==> src/design/prvs_pkg.sv <==
// prvs_pkg: shared widths, register indexes, reset values and the control
// struct of the power reading validate and smooth block; no dependencies
`default_nettype none

package prvs_pkg;

   localparam int FRACTION_BITS = 8;

   localparam int WORD_W      = 16;
   localparam int BUS_SHIFT   = 3;
   localparam int BUS_COUNT_W = WORD_W - BUS_SHIFT;
   localparam int CMAG_W      = WORD_W + 1;
   localparam int SHIFT_W     = 3;
   localparam int CSR_IDX_W   = 2;
   localparam int CSR_DATA_W  = 16;

   localparam int BUS_FILT_W = BUS_COUNT_W + FRACTION_BITS;
   localparam int CUR_FILT_W = WORD_W + FRACTION_BITS;
   localparam int PWR_FILT_W = WORD_W + FRACTION_BITS;

   // register indexes
   localparam logic [CSR_IDX_W-1:0] CSR_MAX_BUS     = 2'd0;
   localparam logic [CSR_IDX_W-1:0] CSR_MAX_CURRENT = 2'd1;
   localparam logic [CSR_IDX_W-1:0] CSR_MAX_POWER   = 2'd2;
   localparam logic [CSR_IDX_W-1:0] CSR_SHIFT       = 2'd3;

   // register reset values
   localparam logic [BUS_COUNT_W-1:0] MAX_BUS_RESET     = 13'd6500;
   localparam logic [WORD_W-1:0]      MAX_CURRENT_RESET = 16'd32000;
   localparam logic [WORD_W-1:0]      MAX_POWER_RESET   = 16'd41600;
   localparam logic [SHIFT_W-1:0]     SHIFT_RESET       = 3'd2;

   typedef struct packed {
      logic advance;   // an item moves into the result register this cycle
      logic reject;    // that item failed a range check
   } prvs_ctl_type;

endpackage

`default_nettype wire

==> src/design/prvs_check.sv <==
// prvs_check: range checks of one reading against the limit registers
// depends on prvs_pkg
`default_nettype none

module prvs_check (
   input  wire logic [prvs_pkg::WORD_W-1:0]      bus_word,
   input  wire logic signed [prvs_pkg::WORD_W-1:0] current_word,
   input  wire logic [prvs_pkg::WORD_W-1:0]      power_word,
   input  wire logic [prvs_pkg::BUS_COUNT_W-1:0] max_bus_counts,
   input  wire logic [prvs_pkg::WORD_W-1:0]      max_current_counts,
   input  wire logic [prvs_pkg::WORD_W-1:0]      max_power_counts,
   output logic                                  reject
);
   import prvs_pkg::*;

   logic [BUS_COUNT_W-1:0] bus_counts;
   logic [CMAG_W-1:0]      cur_ext;
   logic [CMAG_W-1:0]      cur_mag;

   assign bus_counts = bus_word[WORD_W-1:BUS_SHIFT];
   assign cur_ext    = {current_word[WORD_W-1], current_word};
   // magnitude of the most negative word needs the extra bit
   assign cur_mag    = current_word[WORD_W-1] ? (~cur_ext + 1'b1) : cur_ext;

   assign reject = (bus_counts > max_bus_counts)
                || (cur_mag > {1'b0, max_current_counts})
                || (power_word > max_power_counts);

endmodule

`default_nettype wire

==> src/design/prvs_filter.sv <==
// prvs_filter: filter state of the three channels and the shift-add update
// depends on prvs_pkg
`default_nettype none

module prvs_filter (
   input  wire logic                                  clock,
   input  wire logic                                  reset,
   input  wire prvs_pkg::prvs_ctl_type                ctl,
   input  wire logic [prvs_pkg::WORD_W-1:0]           bus_word,
   input  wire logic signed [prvs_pkg::WORD_W-1:0]    current_word,
   input  wire logic [prvs_pkg::WORD_W-1:0]           power_word,
   input  wire logic [prvs_pkg::SHIFT_W-1:0]          smoothing_shift,
   output logic [prvs_pkg::BUS_FILT_W-1:0]            bus_next,
   output logic signed [prvs_pkg::CUR_FILT_W-1:0]     cur_next,
   output logic [prvs_pkg::PWR_FILT_W-1:0]            pwr_next
);
   import prvs_pkg::*;

   logic                  loaded_ff, loaded_in;
   logic [BUS_FILT_W-1:0] bus_ff;
   logic [CUR_FILT_W-1:0] cur_ff;
   logic [PWR_FILT_W-1:0] pwr_ff;

   logic [BUS_FILT_W-1:0] bus_meas;
   logic [CUR_FILT_W-1:0] cur_meas;
   logic [PWR_FILT_W-1:0] pwr_meas;

   logic signed [BUS_FILT_W:0] bus_diff, bus_step, bus_sum;
   logic signed [CUR_FILT_W:0] cur_diff, cur_step, cur_sum;
   logic signed [PWR_FILT_W:0] pwr_diff, pwr_step, pwr_sum;

   assign bus_meas = {bus_word[WORD_W-1:BUS_SHIFT], {FRACTION_BITS{1'b0}}};
   assign cur_meas = {current_word, {FRACTION_BITS{1'b0}}};
   assign pwr_meas = {power_word, {FRACTION_BITS{1'b0}}};

   // filter += (meas - filter) >>> shift, one guard bit each
   assign bus_diff = $signed({1'b0, bus_meas}) - $signed({1'b0, bus_ff});
   assign bus_step = bus_diff >>> smoothing_shift;
   assign bus_sum  = $signed({1'b0, bus_ff}) + bus_step;

   assign cur_diff = $signed({cur_meas[CUR_FILT_W-1], cur_meas})
                   - $signed({cur_ff[CUR_FILT_W-1], cur_ff});
   assign cur_step = cur_diff >>> smoothing_shift;
   assign cur_sum  = $signed({cur_ff[CUR_FILT_W-1], cur_ff}) + cur_step;

   assign pwr_diff = $signed({1'b0, pwr_meas}) - $signed({1'b0, pwr_ff});
   assign pwr_step = pwr_diff >>> smoothing_shift;
   assign pwr_sum  = $signed({1'b0, pwr_ff}) + pwr_step;

   always_comb begin
      loaded_in = loaded_ff;
      bus_next  = bus_ff;
      cur_next  = cur_ff;
      pwr_next  = pwr_ff;
      if (ctl.reject) begin
         loaded_in = 1'b0;
         bus_next  = '0;
         cur_next  = '0;
         pwr_next  = '0;
      end else if (!loaded_ff) begin
         loaded_in = 1'b1;
         bus_next  = bus_meas;
         cur_next  = cur_meas;
         pwr_next  = pwr_meas;
      end else begin
         bus_next  = bus_sum[BUS_FILT_W-1:0];
         cur_next  = cur_sum[CUR_FILT_W-1:0];
         pwr_next  = pwr_sum[PWR_FILT_W-1:0];
      end
   end

   always_ff @(posedge clock) begin
      if (reset) begin
         loaded_ff <= 1'b0;
         bus_ff    <= '0;
         cur_ff    <= '0;
         pwr_ff    <= '0;
      end else if (ctl.advance) begin
         loaded_ff <= loaded_in;
         bus_ff    <= bus_next;
         cur_ff    <= cur_next;
         pwr_ff    <= pwr_next;
      end
   end

endmodule

`default_nettype wire

==> src/design/power_reading_validate_smooth.sv <==
// power_reading_validate_smooth: top level, limit registers, input and
// result registers; depends on prvs_pkg, prvs_check and prvs_filter
`default_nettype none

//  channel   ports                                   direction
//  req       req_valid/req_stall, three raw words    in
//  rsp       rsp_valid/rsp_stall, status, filters    out
//  csr       csr_write, csr_index, csr_wdata         in
//
//  one item per clock unless rsp stalls; the edge that takes an item loads
//  the input register, the edge advancing it loads the rsp result register
//  the range check and the shift-add of all three filters sit between them
//  reset clears the valid flags, the filters and loads the limit defaults
//  a stalled result holds; the input register still takes an item, and
//  req_stall rises only once both registers are full

module power_reading_validate_smooth (
   input  wire logic                                     clock,
   input  wire logic                                     reset,
   // configuration
   input  wire logic                                     csr_write,
   input  wire logic [prvs_pkg::CSR_IDX_W-1:0]           csr_index,
   input  wire logic [prvs_pkg::CSR_DATA_W-1:0]          csr_wdata,
   // readings
   input  wire logic                                     req_valid,
   output logic                                          req_stall,
   input  wire logic [15:0]                              req_bus_word,
   input  wire logic signed [15:0]                       req_current_word,
   input  wire logic [15:0]                              req_power_word,
   // results
   output logic                                          rsp_valid,
   input  wire logic                                     rsp_stall,
   output logic                                          rsp_status,
   output logic [20:0]                                   rsp_smoothed_bus,
   output logic signed [23:0]                            rsp_smoothed_current,
   output logic [23:0]                                   rsp_smoothed_power
);
   import prvs_pkg::*;

   // limit registers
   logic [BUS_COUNT_W-1:0] max_bus_ff;
   logic [WORD_W-1:0]      max_cur_ff;
   logic [WORD_W-1:0]      max_pwr_ff;
   logic [SHIFT_W-1:0]     shift_ff;

   // input register
   logic                     in_valid_ff, in_valid_in;
   logic [WORD_W-1:0]        in_bus_ff;
   logic signed [WORD_W-1:0] in_cur_ff;
   logic [WORD_W-1:0]        in_pwr_ff;

   // result register
   logic                  out_valid_ff, out_valid_in;
   logic                  out_status_ff;
   logic [BUS_FILT_W-1:0] out_bus_ff;
   logic [CUR_FILT_W-1:0] out_cur_ff;
   logic [PWR_FILT_W-1:0] out_pwr_ff;

   logic                  req_take;
   logic                  reject;
   prvs_ctl_type          ctl;
   logic [BUS_FILT_W-1:0]        bus_next;
   logic signed [CUR_FILT_W-1:0] cur_next;
   logic [PWR_FILT_W-1:0]        pwr_next;

   // register writes, data cut to each register's width
   always_ff @(posedge clock) begin
      if (reset) begin
         max_bus_ff <= MAX_BUS_RESET;
         max_cur_ff <= MAX_CURRENT_RESET;
         max_pwr_ff <= MAX_POWER_RESET;
         shift_ff   <= SHIFT_RESET;
      end else if (csr_write) begin
         unique case (csr_index)
            CSR_MAX_BUS:     max_bus_ff <= csr_wdata[BUS_COUNT_W-1:0];
            CSR_MAX_CURRENT: max_cur_ff <= csr_wdata[WORD_W-1:0];
            CSR_MAX_POWER:   max_pwr_ff <= csr_wdata[WORD_W-1:0];
            CSR_SHIFT:       shift_ff   <= csr_wdata[SHIFT_W-1:0];
            default: ;
         endcase
      end
   end

   // the held item moves on when the result register is empty or draining
   assign ctl.advance = in_valid_ff && (!out_valid_ff || !rsp_stall);
   assign ctl.reject  = reject;
   assign req_stall   = in_valid_ff && !ctl.advance;
   assign req_take    = req_valid && !req_stall;

   always_comb begin
      in_valid_in = in_valid_ff;
      if (req_take) begin
         in_valid_in = 1'b1;
      end else if (ctl.advance) begin
         in_valid_in = 1'b0;
      end
      out_valid_in = out_valid_ff && rsp_stall;
      if (ctl.advance) begin
         out_valid_in = 1'b1;
      end
   end

   always_ff @(posedge clock) begin
      if (reset) begin
         in_valid_ff  <= 1'b0;
         out_valid_ff <= 1'b0;
      end else begin
         in_valid_ff  <= in_valid_in;
         out_valid_ff <= out_valid_in;
      end
   end

   // payload registers, no reset
   always_ff @(posedge clock) begin
      if (req_take) begin
         in_bus_ff <= req_bus_word;
         in_cur_ff <= req_current_word;
         in_pwr_ff <= req_power_word;
      end
      if (ctl.advance) begin
         out_status_ff <= reject;
         out_bus_ff    <= bus_next;
         out_cur_ff    <= cur_next;
         out_pwr_ff    <= pwr_next;
      end
   end

   prvs_check u_check (
      .bus_word           (in_bus_ff),
      .current_word       (in_cur_ff),
      .power_word         (in_pwr_ff),
      .max_bus_counts     (max_bus_ff),
      .max_current_counts (max_cur_ff),
      .max_power_counts   (max_pwr_ff),
      .reject             (reject)
   );

   prvs_filter u_filter (
      .clock           (clock),
      .reset           (reset),
      .ctl             (ctl),
      .bus_word        (in_bus_ff),
      .current_word    (in_cur_ff),
      .power_word      (in_pwr_ff),
      .smoothing_shift (shift_ff),
      .bus_next        (bus_next),
      .cur_next        (cur_next),
      .pwr_next        (pwr_next)
   );

   assign rsp_valid            = out_valid_ff;
   assign rsp_status           = out_status_ff;
   assign rsp_smoothed_bus     = out_bus_ff[20:0];
   assign rsp_smoothed_current = out_cur_ff[23:0];
   assign rsp_smoothed_power   = out_pwr_ff[23:0];

endmodule

`default_nettype wire
==> config.mk <==
export PLATFORM = sky130hd
export DESIGN_NAME = power_reading_validate_smooth
export DESIGN_NICKNAME = d
export VERILOG_FILES = /design/src/design/prvs_pkg.sv /design/src/design/prvs_check.sv /design/src/design/prvs_filter.sv /design/src/design/power_reading_validate_smooth.sv
export SDC_FILE = /design/constraint.sdc
export NUM_CORES = 1
export LEC_CHECK = 0
export BUFFER_PORTS_ARGS = -buffer_cell sky130_fd_sc_hd__buf_2
export CELL_PAD_IN_SITES_DETAIL_PLACEMENT = 0
export CELL_PAD_IN_SITES_GLOBAL_PLACEMENT = 2
export CORE_AREA = 2 2 231 233
export CTS_BUF_LIST = sky130_fd_sc_hd__clkbuf_4
export DETAILED_ROUTE_END_ITERATION = 7
export DIE_AREA = 0 0 233 235
export PLACE_DENSITY = 0.82
export SYNTH_ARGS = -nofsm -noshare
export SYNTH_HDL_FRONTEND = slang
export SYNTH_SLANG_ARGS = --single-unit
export TNS_END_PERCENT = 1
==> constraint.sdc <==
create_clock -name clock -period 7.2 [get_ports clock]
set_input_delay 2.16 -clock clock [delete_from_list [all_inputs] [get_ports clock]]
set_output_delay 2.16 -clock clock [all_outputs]
set_load 0.05 [all_outputs]
**Word-level counts from Yosys, hierarchy flattened**

Index checks and enable logic that the tools add are counted.
Widths: inputs -> output; s select.

- Register bits after elaboration: 238
- Bits of input ports: 71
- Output and inout port bits: 72
- Word-level logic and storage cells: 62

- Add/subtract/negate cells: 7
- Order comparisons: 3
- Eq/ne operators: 3
- Shift operators: 3
- Muxes and demuxes: 11
- Bitwise operators: 1
- Reductions and logical operators: 17

Operators with widths:

| operator | number |
|---|---|
| $mux 24 | 4 |
| $sshr 25x3->24 | 2 |
| $sub 24x24->25 | 2 |
| $add 24x24->24 | 2 |
| $mux 21 | 2 |
| $sshr 22x3->21 | 1 |
| $sub 21x21->22 | 1 |
| $add 21x21->21 | 1 |
| $add 17x1->17 const B | 1 |
| $gt 17x16->1 | 1 |
| $mux 17 | 1 |
| $not 17->17 | 1 |
| $gt 16x16->1 | 1 |
| $gt 13x13->1 | 1 |
| $reduce_and 2->1 | 4 |
| $eq 2x2->1 const B | 2 |
| $logic_and 1x1->1 | 4 |
| $logic_not 1->1 | 4 |
| $mux 1 | 4 |
| $logic_or 1x1->1 | 3 |
| $eq 2x1->1 const B | 1 |
| $logic_not 2->1 | 1 |
| $reduce_bool 2->1 | 1 |

**Depth between registers and ports, before layout**

- Word-level depth: 8
- Mapped depth: 25
- Gate-level depth less buffers: 23

**Cells and area by module**

Synthesis repeated with hierarchy kept, for this count alone.

- Cell total of the unflattened synthesis: 2155
- Area, all modules: 18691.7 um^2

Modules (own cells, without submodules):

| module | times used | cells an instance | area an instance (um^2) | seq. area each (um^2) |
|---|---|---|---|---|
| prvs_filter | 1 | 1630 | 11647.4 | 1401.3 |
| power_reading_validate_smooth | 1 | 320 | 5576.6 | 4544.4 |
| prvs_check | 1 | 205 | 1467.7 | 0.0 |

**Worst setup path after synthesis**

Ideal clock, no wire load.

- Kind: input-to-reg
- Start: input rsp_stall
- End: register in_bus_ff[10], enable pin
- Library setup time: 452 ps
- Arrival time: 4591 ps
- Required time: 6748 ps
- Slack: 2157 ps
- Cell stages on the path: 2
- Cell sequence: and3_1 > nor2b_1

- Longest elaborated chain between the ends: 7

Ends and longest elaborated chain:

| item | RTL line | source |
|---|---|---|
| start: declaration | power_reading_validate_smooth.sv:32 | `input wire logic rsp_stall,` |
| $logic_not 1->1 | power_reading_validate_smooth.sv:85 | `assign ctl.advance = in_valid_ff && (!out_valid_ff \|\| !rsp_stall);` |
| $logic_or 1x1->1 | power_reading_validate_smooth.sv:85 |  |
| $logic_and 1x1->1 | power_reading_validate_smooth.sv:85 |  |
| $logic_not 1->1 | power_reading_validate_smooth.sv:87 | `assign req_stall = in_valid_ff && !ctl.advance;` |
| $logic_and 1x1->1 | power_reading_validate_smooth.sv:87 |  |
| $logic_not 1->1 | power_reading_validate_smooth.sv:88 | `assign req_take = req_valid && !req_stall;` |
| $logic_and 1x1->1 | power_reading_validate_smooth.sv:88 |  |
| end signal: assignment | power_reading_validate_smooth.sv:116 | `in_bus_ff <= req_bus_word;` |
| end: declaration | power_reading_validate_smooth.sv:48 | `logic [WORD_W-1:0] in_bus_ff;` |

No other way between the ends.
A chain may end at the register's enable or synchronous reset.

**Final worst setup path**

- Start: register in_cur_ff[0]
- End: register out_cur_ff[19] (netlist: rsp_smoothed_current[19]), data pin

- Longest elaborated chain between the ends: 7

Ends and longest elaborated chain:

| item | RTL line | source |
|---|---|---|
| start: declaration | power_reading_validate_smooth.sv:49 | `logic signed [WORD_W-1:0] in_cur_ff;` |
| start signal: assignment | power_reading_validate_smooth.sv:117 | `in_cur_ff <= req_current_word;` |
| parallel branches: the longest is 6 deep, another holds $sub 24x24->25 | -- |  |
| $mux 24 (*) | prvs_filter.sv:55 | `if (ctl.reject) begin` |
| named net cur_next[19] | power_reading_validate_smooth.sv:63 | `logic signed [CUR_FILT_W-1:0] cur_next;` |
| end signal: assignment | power_reading_validate_smooth.sv:123 | `out_cur_ff <= cur_next;` |
| end: declaration | power_reading_validate_smooth.sv:56 | `logic [CUR_FILT_W-1:0] out_cur_ff;` |

Mark *: on every way through the listed nets, which the timed path passes.

==> metrics.txt <==
Layout Nets=2,539; status=completed; clk_lat worst skew=0.83 ns; Buffers on Ports=139; Leak=8.65 nW; Post-Syn Area per Cell=8.40 µm²; syn_nets=2,403; # clock sinks=235; worst hold path type=reg2reg; Initial Utilization=0.347; Via Count=16,164; crit path max fanout=5; post-cts sizing count=0; I/O pin count=143; CP Data Required Time=7.69 ns; sequential area share after synthesis=0.323; Synth Cell Area=18,100 µm²; H-tree lvl count=3; slew of the pin with the lowest slew margin=1.07 ns; Max Clock Freq=0.164 GHz; Rel. slew slack=0.281; Bufs on Longest Clock Path=3; critical path type=reg2reg; initial antenna violation count=2; die footprint=54,800 µm²; WL/cell=18.5 µm; chip height=235 µm; DR DRC count=0; setup TNS=0 ns; PnR worst setup slack=1.11 ns; share of cells above drive strength 1=0.150; Worst Hold Depth=2; Arr. time, crit path=6.58 ns; Die Width=233 µm; fin crit period=6.09 ns; DR iter-0 viols=979; Hold Fails Final Rpt=0; VDD IR max=112 µV; largest net degree at the start of global routing=63; synthesized netlist cell count=2,159; wirelength, routed=56,300 µm; unrepaired setup endpoints after global routing=false; setup repair bufs after CTS=0; CTS clk-pin slew, worst paths=0.06 ns; vias per cell=5.31; TritonCTS Buffers=70; area of the core=52,200 µm²; crit end category=flip-flop; ys async rst share=0; EDFF count, synth=115; ys flop type=dfxtp_1; setup violators final=0; Max Cap Viol=0; first-pass GRT wire length=87,800 µm; All-Layer GR Usage=0.205; vias in the first global route=15,918; r2r worst-path depth=20; Layout Skew=0.0867 ns; Layout Utilization=0.392; pre-CTS setup slack=1.21 ns; clock root buffer master=clkbuf_4; Yosys Warn Count=0; DP HPWL=41,000 µm; synthesis-to-finish area growth=13.1%; hold_buf cts=0; Final period util=0.845; CP Launch Type=flip-flop; Distinct cells, synth=84; DR pass1 iterations=5; pwr/cell area=210 nW/µm²; Final ANT Viol Nets=0; final slew viol count=0; grt total ovfl=0; CTS tree=yes; # rows=84; #FFs+latches synth=235; routability cong.=0.930
-- worst max-delay path: stages, from the launching register on --
cell and delay (ns):
edfxtp_1 0.52, ha_1 0.36, or4b_1 0.52, or4_4 0.47, a31oi_4 0.22, a21o_1 0.21
a311o_1 0.19, a21oi_1 0.08, xor2_1 0.18, o21ai_0 0.12, mux2i_1 0.27, mux2i_1 0.12
ha_1 0.37, and4_1 0.23, a2111oi_0 0.44, a21oi_1 0.20, o21ai_0 0.48, o21ai_0 0.23
xor2_1 0.18, mux2i_1 0.31, nor2_1 0.08
-- synthesized netlist by cell type, types with 6 or more instances --
library cell / instances / area share
a21o_1: 49 / 0.020
buf_1: 18 / 0.0037
xor2_1: 35 / 0.017
o22ai_1: 10 / 0.0035
o41ai_1: 6 / 0.0029
nand4_1: 22 / 0.0076
nor4_1: 13 / 0.0045
mux2i_1: 103 / 0.057
edfxtp_1: 115 / 0.19
nand2b_1: 19 / 0.0066
a21oi_1: 205 / 0.057
a211o_1: 18 / 0.0087
o21a_1: 24 / 0.0099
nand3b_1: 10 / 0.0041
nor2b_1: 19 / 0.0066
mux2_2: 33 / 0.020
or2_2: 8 / 0.0028
o31ai_1: 10 / 0.0041
xnor2_1: 79 / 0.038
o21ai_0: 126 / 0.035
ha_1: 170 / 0.12
o21bai_1: 12 / 0.0050
and3_1: 13 / 0.0045
nor2_1: 171 / 0.035
dfxtp_1: 120 / 0.13
nand2_1: 302 / 0.063
and2_1: 16 / 0.0055
or3_1: 17 / 0.0059
o211ai_1: 10 / 0.0041
a211oi_1: 18 / 0.0075
nor3_1: 41 / 0.011
a31oi_1: 14 / 0.0048
clkbuf_1: 75 / 0.016
inv_1: 136 / 0.028
nand3_1: 23 / 0.0064
-- flip-flops by register name (all words and copies together) (netlist names) --
register              cells
shift_ff                  3
u_filter.pwr_ff          24
rsp_smoothed_current     24
u_filter.loaded_ff        1
in_pwr_ff                16
rsp_valid                 1
max_pwr_ff               16
u_filter.cur_ff          24
u_filter.bus_ff          21
rsp_smoothed_bus         21
max_cur_ff               16
rsp_status                1
in_bus_ff                13
rsp_smoothed_power       24
max_bus_ff               13
in_cur_ff                16
in_valid_ff               1
-- metrics by stage --
stage	std cells	hold slack, ns	power [mW]	instance area (µm²)
6_report	3042	0.455	4.31	20500
3_5_place_dp	2911	0.448	2.91	19500
4_1_cts	3040	0.457	4.36	20500
2_1_floorplan	2159	0.425	2.56	18100
3_3_place_gp	2911	0.440	2.89	19500
5_1_grt	3041	0.474	4.59	20500
-- logic make-up after synthesis --
logic type,count (synthesis),share of synthesized area
compound gates,558,0.191
fa+ha+maj,173,0.121
mux,139,0.0807
xor+xnor,115,0.0563
simple gates,703,0.179
buf+inv,236,0.0492
flops,235,0.323
-- cell type report --
| type | instances | area [µm²] |
|---|---|---|
| clock buffers | 103 | 773 |
| well taps | 688 | 861 |
| inverters | 138 | 520 |
| multi-input cells | 1688 | 11400 |
| diodes | 2 | 5.00 |
| flip-flops and latches | 235 | 5860 |
| fillers | 5442 | 31700 |
| clock inverters | 26 | 193 |
| repair buffers | 162 | 871 |
-- per-layer routing --
layer | vias to the layer above | GRT usage | wire length, µm
met5 | - | 0 | 0
met3 | 86 | 0.0422 | 3310
met1 | 7617 | 0.282 | 26900
met4 | 0 | 0.0770 | 1470
li1 | 8035 | - | -
met2 | 426 | 0.316 | 24600
-- placed cells by master (no fill, tap or decap), types with 12 or more instances in the layout --
| cell type | Yosys | routed |
|---|---|---|
| buf_4 | 0 | 24 |
| mux2_2 | 33 | 33 |
| nor3_1 | 41 | 41 |
| a31oi_1 | 14 | 14 |
| nand2b_1 | 19 | 19 |
| edfxtp_1 | 115 | 115 |
| clkbuf_4 | 0 | 103 |
| inv_1 | 136 | 133 |
| nand3_1 | 23 | 23 |
| a211oi_1 | 18 | 18 |
| a21o_1 | 49 | 49 |
| o21ai_0 | 126 | 126 |
| dfxtp_1 | 120 | 116 |
| a211o_1 | 18 | 18 |
| nand4_1 | 22 | 22 |
| mux2i_1 | 103 | 103 |
| and3_1 | 13 | 13 |
| or3_1 | 17 | 17 |
| xnor2_1 | 79 | 79 |
| buf_2 | 5 | 138 |
| xor2_1 | 35 | 35 |
| o21bai_1 | 12 | 12 |
| o21a_1 | 24 | 24 |
| clkinv_1 | 0 | 14 |
| nor2_1 | 171 | 171 |
| nor2b_1 | 19 | 18 |
| ha_1 | 170 | 170 |
| nand2_1 | 302 | 301 |
| nor4_1 | 13 | 13 |
| and2_1 | 16 | 16 |
| a21oi_1 | 205 | 205 |
-- power by group --
part	switching (mW)	total [mW]	internal, mW	leakage, nW
Clock	0.646	1.42	0.769	0.570
Combinational	0.833	1.35	0.512	5.98
Sequential	0.0603	1.54	1.48	2.09
Total	1.54	4.31	2.77	8.65
-- path summary, 6_finish.rpt --
path,from,to,slack [ns]
worst max-delay path,in_cur_ff[0]$_DFFE_PP_,rsp_smoothed_current[19]$_DFFE_PP_,1.11
worst min-delay path,max_pwr_ff[4]$_SDFFE_PP0P_,max_pwr_ff[4]$_SDFFE_PP0P_,0.46
worst max register to register,in_cur_ff[0]$_DFFE_PP_,rsp_smoothed_current[19]$_DFFE_PP_,1.11
worst min register to register,max_pwr_ff[4]$_SDFFE_PP0P_,max_pwr_ff[4]$_SDFFE_PP0P_,0.46
(Power assumes the default switching activity.)
